$ cat src/key_state_timeout_release_macros.svh
// ---------------------------------------------------------------------------
// Assertion macros for the held-key table
// Short forms for the concurrent checks in the top level.
// ---------------------------------------------------------------------------
`ifndef KEY_STATE_TIMEOUT_RELEASE_MACROS_SVH
`define KEY_STATE_TIMEOUT_RELEASE_MACROS_SVH

// same-cycle implication, disabled during reset
`define KSTR_ASSERT_NOW(label, ante, cons, msg) \
	label: assert property (@(posedge clk) disable iff (!arst_n) (ante) |-> (cons)) \
		else $error(msg);

// next-cycle implication, disabled during reset
`define KSTR_ASSERT_NEXT(label, ante, cons, msg) \
	label: assert property (@(posedge clk) disable iff (!arst_n) (ante) |=> (cons)) \
		else $error(msg);

`endif

$ cat src/kstr_pkg.sv
// ---------------------------------------------------------------------------
// kstr_pkg
// Shared constants, codes and types of the held-key table.
// ---------------------------------------------------------------------------
package kstr_pkg;

	localparam int HELD_SLOTS_DEF    = 16;
	localparam int KEY_CODE_BITS_DEF = 10;
	localparam int DELAY_W           = 16;
	localparam int TIME_W            = 32;

	localparam logic [DELAY_W-1:0] RELEASE_DELAY_RST = 16'd50;

	// result kinds
	localparam logic [1:0] KIND_KEY  = 2'd0;
	localparam logic [1:0] KIND_SYNC = 2'd1;
	localparam logic [1:0] KIND_FULL = 2'd2;

	// request opcodes
	localparam logic OP_EVENT = 1'b0;
	localparam logic OP_SCAN  = 1'b1;

	typedef enum logic [1:0] {
		ST_IDLE,
		ST_WALK,
		ST_FIN,
		ST_SYNC
	} kstr_state_t;

	// flags the walk token gathers as it passes the cells
	typedef struct packed {
		logic hit;   // requested key found in a cell already passed
		logic free;  // an empty cell already passed
	} kstr_carry_t;

	// controls broadcast from the sequencer to every cell
	typedef struct packed {
		logic start; // request accepted, token enters the first cell
		logic hold;  // freeze the token, output register is blocked
		logic ins;   // write the new key into the claimed cell
	} kstr_ctrl_t;

endpackage

$ cat src/kstr_cell.sv
// ---------------------------------------------------------------------------
// kstr_cell
// One slot of the held-key table plus one stage of the walk token chain.
// ---------------------------------------------------------------------------
module kstr_cell
	import kstr_pkg::*;
#(
	parameter int KEY_CODE_BITS = KEY_CODE_BITS_DEF
) (
	input  logic                     clk,
	input  logic                     arst_n,
	input  kstr_ctrl_t               ctrl,
	input  logic                     req_scan,
	input  logic                     req_press,
	input  logic [KEY_CODE_BITS-1:0] req_key,
	input  logic [TIME_W-1:0]        req_now,
	input  logic [DELAY_W-1:0]       delay,
	input  logic                     tok_in,
	input  kstr_carry_t              carry_in,
	output logic                     tok_out,
	output kstr_carry_t              carry_out,
	output logic                     emit,
	output logic [KEY_CODE_BITS-1:0] emit_key
);

	logic                     tok_q;
	kstr_carry_t              carry_q;
	logic                     valid_q;
	logic                     claim_q;
	logic [KEY_CODE_BITS-1:0] key_q;
	logic [TIME_W-1:0]        stamp_q;

	logic              act;
	logic              match;
	logic              free_here;
	logic              expired;
	logic [TIME_W-1:0] age;
	logic              commit;

	assign act       = tok_q && !ctrl.hold;
	assign match     = valid_q && (key_q == req_key);
	assign free_here = !valid_q && !carry_q.free;
	assign age       = req_now - stamp_q;
	assign expired   = valid_q && (age >= {{(TIME_W-DELAY_W){1'b0}}, delay});
	assign commit    = ctrl.ins && claim_q;

	assign tok_out        = tok_q;
	assign carry_out.hit  = carry_q.hit || (!req_scan && match);
	assign carry_out.free = carry_q.free || !valid_q;
	assign emit           = tok_q && req_scan && expired;
	assign emit_key       = emit ? key_q : '0;

	// token stage: advance one cell a cycle unless held
	always_ff @(posedge clk or negedge arst_n) begin
		if (!arst_n) begin
			tok_q   <= 1'b0;
			carry_q <= '0;
		end else if (!ctrl.hold) begin
			tok_q   <= tok_in;
			carry_q <= carry_in;
		end
	end

	always_ff @(posedge clk or negedge arst_n) begin
		if (!arst_n) begin
			valid_q <= 1'b0;
			claim_q <= 1'b0;
		end else begin
			if (ctrl.start)
				claim_q <= 1'b0;
			if (act) begin
				if (req_scan) begin
					if (expired)
						valid_q <= 1'b0;
				end else begin
					if (match && !req_press)
						valid_q <= 1'b0;
					if (free_here && req_press)
						claim_q <= 1'b1;
				end
			end
			if (commit) begin
				valid_q <= 1'b1;
				claim_q <= 1'b0;
			end
		end
	end

	// slot payload
	always_ff @(posedge clk) begin
		if (act && !req_scan && match && req_press)
			stamp_q <= req_now;
		if (commit) begin
			key_q   <= req_key;
			stamp_q <= req_now;
		end
	end

endmodule

$ cat src/key_state_timeout_release.sv
// ---------------------------------------------------------------------------
// key_state_timeout_release
// Held-key table with timed automatic release, built as a chain of slot cells.
// ---------------------------------------------------------------------------
// Usage:
//   Input channel (in_valid / in_stall) takes one request: a key event
//   (opcode 0: key_code, is_press, now_time) or a release scan (opcode 1).
//   Output channel (out_valid / out_stall) returns zero to HELD_SLOTS+1
//   results, last_of_run marking the final one of each request.
//   cfg_wr_en / cfg_wr_data set release_delay; write only while idle.
// Timing:
//   A request sends a token down the row of HELD_SLOTS cells, one cell per
//   cycle unless held. in_stall rises after the accepting edge and stays
//   high through ST_WALK and ST_FIN, and through ST_SYNC when a key result
//   is followed by a sync: no new request is taken before the last result loads.
//   Scan releases load during the walk, the final scan result in ST_FIN.
// Stall behavior:
//   Results go through a single output register. If it is blocked when a
//   cell wants to emit, the token holds in place until the register frees;
//   the final results wait the same way.
//   The next request is accepted while the last result still waits.
// Reset:
//   arst_n clears all slot valid bits, the token and the sequencer at once;
//   release_delay returns to 50. No clearing pass is needed.
// ---------------------------------------------------------------------------
module key_state_timeout_release
	import kstr_pkg::*;
#(
	parameter int HELD_SLOTS    = HELD_SLOTS_DEF,
	parameter int KEY_CODE_BITS = KEY_CODE_BITS_DEF
) (
	input  logic                     clk,
	input  logic                     arst_n,
	// configuration
	input  logic                     cfg_wr_en,
	input  logic [DELAY_W-1:0]       cfg_wr_data,
	// request channel
	input  logic                     in_valid,
	output logic                     in_stall,
	input  logic                     opcode,
	input  logic [KEY_CODE_BITS-1:0] key_code,
	input  logic                     is_press,
	input  logic [TIME_W-1:0]        now_time,
	// result channel
	output logic                     out_valid,
	input  logic                     out_stall,
	output logic [1:0]               event_kind,
	output logic [KEY_CODE_BITS-1:0] out_key,
	output logic                     key_value,
	output logic                     last_of_run
);

`include "key_state_timeout_release_macros.svh"

	kstr_state_t state_q, state_d;

	logic [DELAY_W-1:0]       delay_q;
	logic                     req_scan_q;
	logic                     req_press_q;
	logic [KEY_CODE_BITS-1:0] req_key_q;
	logic [TIME_W-1:0]        req_now_q;
	logic                     hit_q;
	logic                     free_q;

	logic                     out_valid_q;
	logic [1:0]               out_kind_q;
	logic [KEY_CODE_BITS-1:0] out_key_q;
	logic                     out_val_q;
	logic                     out_last_q;

	kstr_ctrl_t               ctrl;
	logic                     accept;
	logic                     can_load;
	logic                     any_emit;
	logic [KEY_CODE_BITS-1:0] any_key;
	logic                     walk_done;
	logic                     commit_ins;

	logic                     ld;
	logic [1:0]               ld_kind;
	logic [KEY_CODE_BITS-1:0] ld_key;
	logic                     ld_val;
	logic                     ld_last;

	// token chain: entry i feeds cell i, entry HELD_SLOTS leaves the last cell
	logic                     tok_chain   [HELD_SLOTS+1];
	kstr_carry_t              carry_chain [HELD_SLOTS+1];
	logic [HELD_SLOTS-1:0]    tok_vec;
	logic [HELD_SLOTS-1:0]    emit_vec;
	logic [KEY_CODE_BITS-1:0] emit_key_arr [HELD_SLOTS];

	assign in_stall = (state_q != ST_IDLE);
	assign accept   = in_valid && !in_stall;
	assign can_load = !out_valid_q || !out_stall;

	// token waits on an emitting cell while the output register is blocked
	assign ctrl = '{start: accept, hold: any_emit && !can_load, ins: commit_ins};

	assign tok_chain[0]   = accept;
	assign carry_chain[0] = '0;
	assign walk_done      = tok_vec[HELD_SLOTS-1] && !ctrl.hold;

	genvar gi;
	generate
		for (gi = 0; gi < HELD_SLOTS; gi++) begin : g_cell
			kstr_cell #(
				.KEY_CODE_BITS(KEY_CODE_BITS)
			) u_cell (
				.clk      (clk),
				.arst_n   (arst_n),
				.ctrl     (ctrl),
				.req_scan (req_scan_q),
				.req_press(req_press_q),
				.req_key  (req_key_q),
				.req_now  (req_now_q),
				.delay    (delay_q),
				.tok_in   (tok_chain[gi]),
				.carry_in (carry_chain[gi]),
				.tok_out  (tok_chain[gi+1]),
				.carry_out(carry_chain[gi+1]),
				.emit     (emit_vec[gi]),
				.emit_key (emit_key_arr[gi])
			);
			assign tok_vec[gi] = tok_chain[gi+1];
		end
	endgenerate

	// only the cell holding the token can emit, so OR the keys together
	always_comb begin
		any_key = '0;
		for (int i = 0; i < HELD_SLOTS; i++)
			any_key = any_key | emit_key_arr[i];
	end
	assign any_emit = |emit_vec;

	// next state
	always_comb begin
		state_d = state_q;
		case (state_q)
			ST_IDLE: begin
				if (accept)
					state_d = ST_WALK;
			end
			ST_WALK: begin
				if (walk_done)
					state_d = ST_FIN;
			end
			ST_FIN: begin
				if (req_scan_q) begin
					if (can_load)
						state_d = ST_IDLE;
				end else if (req_press_q) begin
					if (hit_q)
						state_d = ST_IDLE;
					else if (can_load)
						state_d = free_q ? ST_SYNC : ST_IDLE;
				end else begin
					if (!hit_q)
						state_d = ST_IDLE;
					else if (can_load)
						state_d = ST_SYNC;
				end
			end
			ST_SYNC: begin
				if (can_load)
					state_d = ST_IDLE;
			end
			default: state_d = ST_IDLE;
		endcase
	end

	// result loads and insert commit
	always_comb begin
		ld         = 1'b0;
		ld_kind    = KIND_SYNC;
		ld_key     = '0;
		ld_val     = 1'b0;
		ld_last    = 1'b0;
		commit_ins = 1'b0;
		case (state_q)
			ST_WALK: begin
				// release of an expired key during a scan
				if (any_emit && can_load) begin
					ld      = 1'b1;
					ld_kind = KIND_KEY;
					ld_key  = any_key;
				end
			end
			ST_FIN: begin
				if (can_load) begin
					if (req_scan_q) begin
						ld      = 1'b1;
						ld_last = 1'b1;
					end else if (req_press_q) begin
						if (!hit_q) begin
							ld      = 1'b1;
							ld_key  = req_key_q;
							ld_val  = 1'b1;
							if (free_q) begin
								ld_kind    = KIND_KEY;
								commit_ins = 1'b1;
							end else begin
								ld_kind = KIND_FULL;
								ld_last = 1'b1;
							end
						end
					end else if (hit_q) begin
						ld      = 1'b1;
						ld_kind = KIND_KEY;
						ld_key  = req_key_q;
					end
				end
			end
			ST_SYNC: begin
				if (can_load) begin
					ld      = 1'b1;
					ld_last = 1'b1;
				end
			end
			default: ;
		endcase
	end

	always_ff @(posedge clk or negedge arst_n) begin
		if (!arst_n) begin
			state_q     <= ST_IDLE;
			delay_q     <= RELEASE_DELAY_RST;
			out_valid_q <= 1'b0;
			hit_q       <= 1'b0;
			free_q      <= 1'b0;
		end else begin
			state_q <= state_d;
			if (cfg_wr_en)
				delay_q <= cfg_wr_data;
			if (ld)
				out_valid_q <= 1'b1;
			else if (!out_stall)
				out_valid_q <= 1'b0;
			// capture what the token found once it leaves the last cell
			if (state_q == ST_WALK && walk_done) begin
				hit_q  <= carry_chain[HELD_SLOTS].hit;
				free_q <= carry_chain[HELD_SLOTS].free;
			end
		end
	end

	// request and result payload
	always_ff @(posedge clk) begin
		if (accept) begin
			req_scan_q  <= (opcode == OP_SCAN);
			req_press_q <= is_press;
			req_key_q   <= key_code;
			req_now_q   <= now_time;
		end
		if (ld) begin
			out_kind_q <= ld_kind;
			out_key_q  <= ld_key;
			out_val_q  <= ld_val;
			out_last_q <= ld_last;
		end
	end

	assign out_valid   = out_valid_q;
	assign event_kind  = out_kind_q;
	assign out_key     = out_key_q;
	assign key_value   = out_val_q;
	assign last_of_run = out_last_q;

	// at most one token in the row
	`KSTR_ASSERT_NOW(a_tok_single, 1'b1, $onehot0(tok_vec), "more than one walk token")
	// no token while the sequencer is idle
	`KSTR_ASSERT_NOW(a_tok_idle, state_q == ST_IDLE, tok_vec == '0, "token while idle")
	// a held token stays where it is
	`KSTR_ASSERT_NEXT(a_tok_hold, ctrl.hold, $stable(tok_vec), "token moved while held")
	// an insert always comes with its key result in the output register
	`KSTR_ASSERT_NEXT(a_ins_result, ctrl.ins, out_valid_q && out_kind_q == KIND_KEY, "bad insert")

endmodule
$ cat config.mk
export PLATFORM = sky130hd
export DESIGN_NAME = key_state_timeout_release
export DESIGN_NICKNAME = d
export VERILOG_FILES = /design/src/kstr_pkg.sv /design/src/kstr_cell.sv /design/src/key_state_timeout_release.sv
export VERILOG_INCLUDE_DIRS = /design/src /design/src/src
export SDC_FILE = /design/constraint.sdc
export NUM_CORES = 2
export LEC_CHECK = 0
export CAP_MARGIN = 10
export CORE_MARGIN = 1
export CORE_UTILIZATION = 45
export CTS_CLUSTER_DIAMETER = 30
export DETAILED_ROUTE_END_ITERATION = 10
export DONT_BUFFER_PORTS = 1
export GPL_TIMING_DRIVEN = 0
export PLACE_DENSITY = 0.7
export SLEW_MARGIN = 30
export SYNTH_ARGS = -nofsm -noshare
export SYNTH_HDL_FRONTEND = slang
export SYNTH_SLANG_ARGS = --single-unit
$ cat constraint.sdc
create_clock -name clk -period 8.9 [get_ports clk]
set_input_delay 0.445 -clock clk [delete_from_list [all_inputs] [get_ports clk]]
set_output_delay 0.445 -clock clk [all_outputs]
set_load 0.005 [all_outputs]
==> results.json <==
{
  "clock.fmax_mhz": 120,
  "placed_cell_area_sq_um": 69500,
  "synthFlopType": "edfxtp_1",
  "ys_ff_latch": 829,
  "syn_to_final_growth_pct": 18.1,
  "end_kind": "register",
  "multi_input_area_sq_um": 37500,
  "async_flop_share_pct": 11.9,
  "maxSlewViolCount": 0,
  "syn_nets": 7769,
  "nFillCells": 12700,
  "grt-ovfl-total": 0,
  "clk_latency_ps": 850,
  "h-tree-depth": 4,
  "synth_edf_count": 730,
  "die_area_sq_um": 146000,
  "rsz0062_at_grt": "no",
  "power_density_nw_per_um2": 234,
  "cp-endpoint": "g_cell[15].u_cell.stamp_q[16]",
  "setup_viol": 0,
  "rows": 139,
  "ir_drop_mv": 0.296,
  "switching_share_pct": 36.1,
  "skew_ps": 99.8,
  "power_leakage_nw": 31.9,
  "clock_sinks": 829,
  "seqPwrFrac_pct": 26.5,
  "finalWorstPathRequiredPeriod_ps": 8330,
  "final_core_util_pct": 53.5,
  "root_buffer": "clkbuf_16",
  "cts_buffer_depth": 3,
  "grt_max_degree": 100,
  "hp-class": "in2reg",
  "clk_pin_slew_ps": 60,
  "die_w_um": 382,
  "synth_top_area_share_pct": 33.7,
  "power.internal_mw": 11.5,
  "start_kind": "register",
  "ys_warn_count": 0,
  "cts_resized": 0,
  "combPwrFrac_pct": 34.2,
  "hold_viol": 0,
  "totalWireLength_um": 204000,
  "grt_pass1_vias": 54000,
  "ios": 81,
  "routedWlPerCell_um": 21.7,
  "final_layout_size_suffix_gt1_share_pct": 7.97,
  "post_cts_buffers": 0,
  "path_class": "reg2reg",
  "diodes": 0,
  "tightest_slew_ps": 1150,
  "yosys-top-cells-area": "edfxtp_1, ha_1, a21oi_1",
  "grt_usage_pct": 27.3,
  "min_period_over_period_pct": 93.6,
  "die_y_um": 382,
  "stdcell_area_sq_um": 76800,
  "r2r_end": "g_cell[15].u_cell.stamp_q[16]",
  "layout.nets": 8153,
  "first_iter_violations": 5791,
  "cpPeakStageDelay_ps": 650,
  "vias": 56600,
  "crit_slowest_cell": "nand4_1",
  "grt_antenna_before_repair": 9,
  "port_buffers": 0,
  "startpoint": "req_now_q[0]",
  "ys_types": 93,
  "dr.pass1.iters": 9,
  "syn_area_sq_um": 65000,
  "worst_ep_required_time_ps": 9390,
  "via_per_inst": 6.04,
  "grt_first_pass_wirelength_um": 311000,
  "dpl.hpwl_um": 155000,
  "drc_errors": 0,
  "arrival_ps": 8820,
  "status": "complete, no violations",
  "reg2reg_slack_ps": 570,
  "maxCapViolations": 0,
  "seq_area_sq_um": 24400,
  "power_switching_mw": 6.48,
  "avgSynthCellArea_sq_um": 9.38,
  "syn_inst": 6931,
  "power.total_mw": 17.9,
  "core_area_sq_um": 143000,
  "gp_congestion": 0.954,
  "synth_top_cell_by_area": "edfxtp_1",
  "antenna_left": 0,
  "reg2reg_depth": 25,
  "initial_utilization_pct": 45.3,
  "crit-reg2reg-launch": "req_now_q[0]",
  "synth.yosys.seq_area_share_pct": 37.5,
  "p_clk_share_pct": 39.3,
  "cts_inserted_buffers": 188,
  "crit_fanout": 24,
  "slew_headroom_pct": 23.4,
  "cts_tree": "built"
}
-- worst min-delay path by stage --
stage,depth (start not counted),start,slack [ps],endpoint
5_1_grt,2,cfg_wr_en,70,delay_q[3]
4_1_cts,3,cfg_wr_en,20,delay_q[8]
6_report,2,cfg_wr_en,80,delay_q[3]
2_1_floorplan,0,arst_n,150,delay_q[0]
3_3_place_gp,0,arst_n,160,g_cell[2].u_cell.carry_q[1]
3_5_place_dp,0,arst_n,160,g_cell[2].u_cell.carry_q[1]
-- cells by family (layout without fill, tap and decap cells) --
family,Yosys count,in the layout,synth area share [%]
flops,829,829,37.5
xor+xnor,502,502,6.76
buf+inv,868,1413,5.05
mux,68,68,1.10
simple gates,1812,1812,13.7
fa+ha+maj,773,773,15.1
compound gates,2079,2079,20.8
-- area by class of cell --
| class | count | share of cell area (%) |
|---|---|---|
| multi-input cells | 5234 | 48.8 |
| flip-flops and latches | 829 | 31.8 |
| clock buffers | 206 | 6.28 |
| repair buffers | 194 | 3.39 |
| inverters | 660 | 3.23 |
| well taps | 1903 | 3.10 |
| clock inverters | 145 | 2.34 |
| plain buffers | 208 | 1.06 |
-- metrics by stage --
step           hold WS, ps  setup slack [ps]  setup TNS (ps)  cells
2_1_floorplan          149              2010               0   6931
3_3_place_gp           165             -2580         -333630   8834
3_5_place_dp           165               728               0   8964
4_1_cts               17.5               670               0   9379
5_1_grt               72.9               289               0   9379
6_report              76.6               568               0   9379
-- cell usage in the layout, fill, tap and decap left out, drive strengths merged, types with 160 or more instances in the layout --
| cell type | n |
|---|---|
| ha | 757 |
| edfxtp | 730 |
| a21o | 208 |
| nor2 | 441 |
| o21ai | 371 |
| a21oi | 655 |
| clkbuf | 402 |
| nand4 | 160 |
| inv | 691 |
| xor2 | 223 |
| nand2 | 516 |
| xnor2 | 279 |
-- per-layer routing --
metal	vias to the layer above	routed length (um)	global-route usage [%]
li1	26600	-	-
met1	27200	90600	38.1
met2	2361	89000	42.4
met3	461	16900	4.53
met4	6	7500	10.3
met5	-	32	0
-- cell usage after synthesis (106+ instances only) --
master    number
ha_1         757
edfxtp_1     730
inv_1        660
a21oi_1      654
nand2_1      515
nor2_1       440
o21ai_0      362
xnor2_1      279
xor2_1       223
a21o_1       208
clkbuf_1     196
nand4_1      160
nand3_1      147
o21a_1       106
-- critical path: cells and delay by family (launching register included) --
family	cells	cell delay [ps]
AOI/OAI and AO/OA	9	2730
xor gates and xnor gates	1	200
adders and majority gates	3	1030
buffers and inverters	5	1280
DFF	1	410
and+or+nand+nor	7	2210
-- power groups by stage --
stage / clock (mW) / combinational (mW) / sequential (mW)
3_5_place_dp: 0 / 5.94 / 4.82
6_report: 7.06 / 6.13 / 4.75
5_1_grt: 7.34 / 6.75 / 4.77
3_3_place_gp: 0 / 5.12 / 5.26
4_1_cts: 7.13 / 6.03 / 4.75
2_1_floorplan: 0 / 4.04 / 4.81
-- timing repair --
action,CTS,global route
hold buffers,64,0
hold endpoints to repair,161,0
endpoints found under the setup margin,0,0
-- state kept, by name, indices dropped and copies added, names as in the netlist, 2 cells and up --
register and count:
delay_q 16, event_kind 2, g_cell.u_cell.carry_q 30, g_cell.u_cell.claim_q 16, g_cell.u_cell.key_q 160, g_cell.u_cell.stamp_q 512
g_cell.u_cell.tok_out 16, g_cell.u_cell.valid_q 16, out_key 10, req_key_q 10, req_now_q 32, state_q 2
Note: power is estimated with default switching activity, not from simulation.
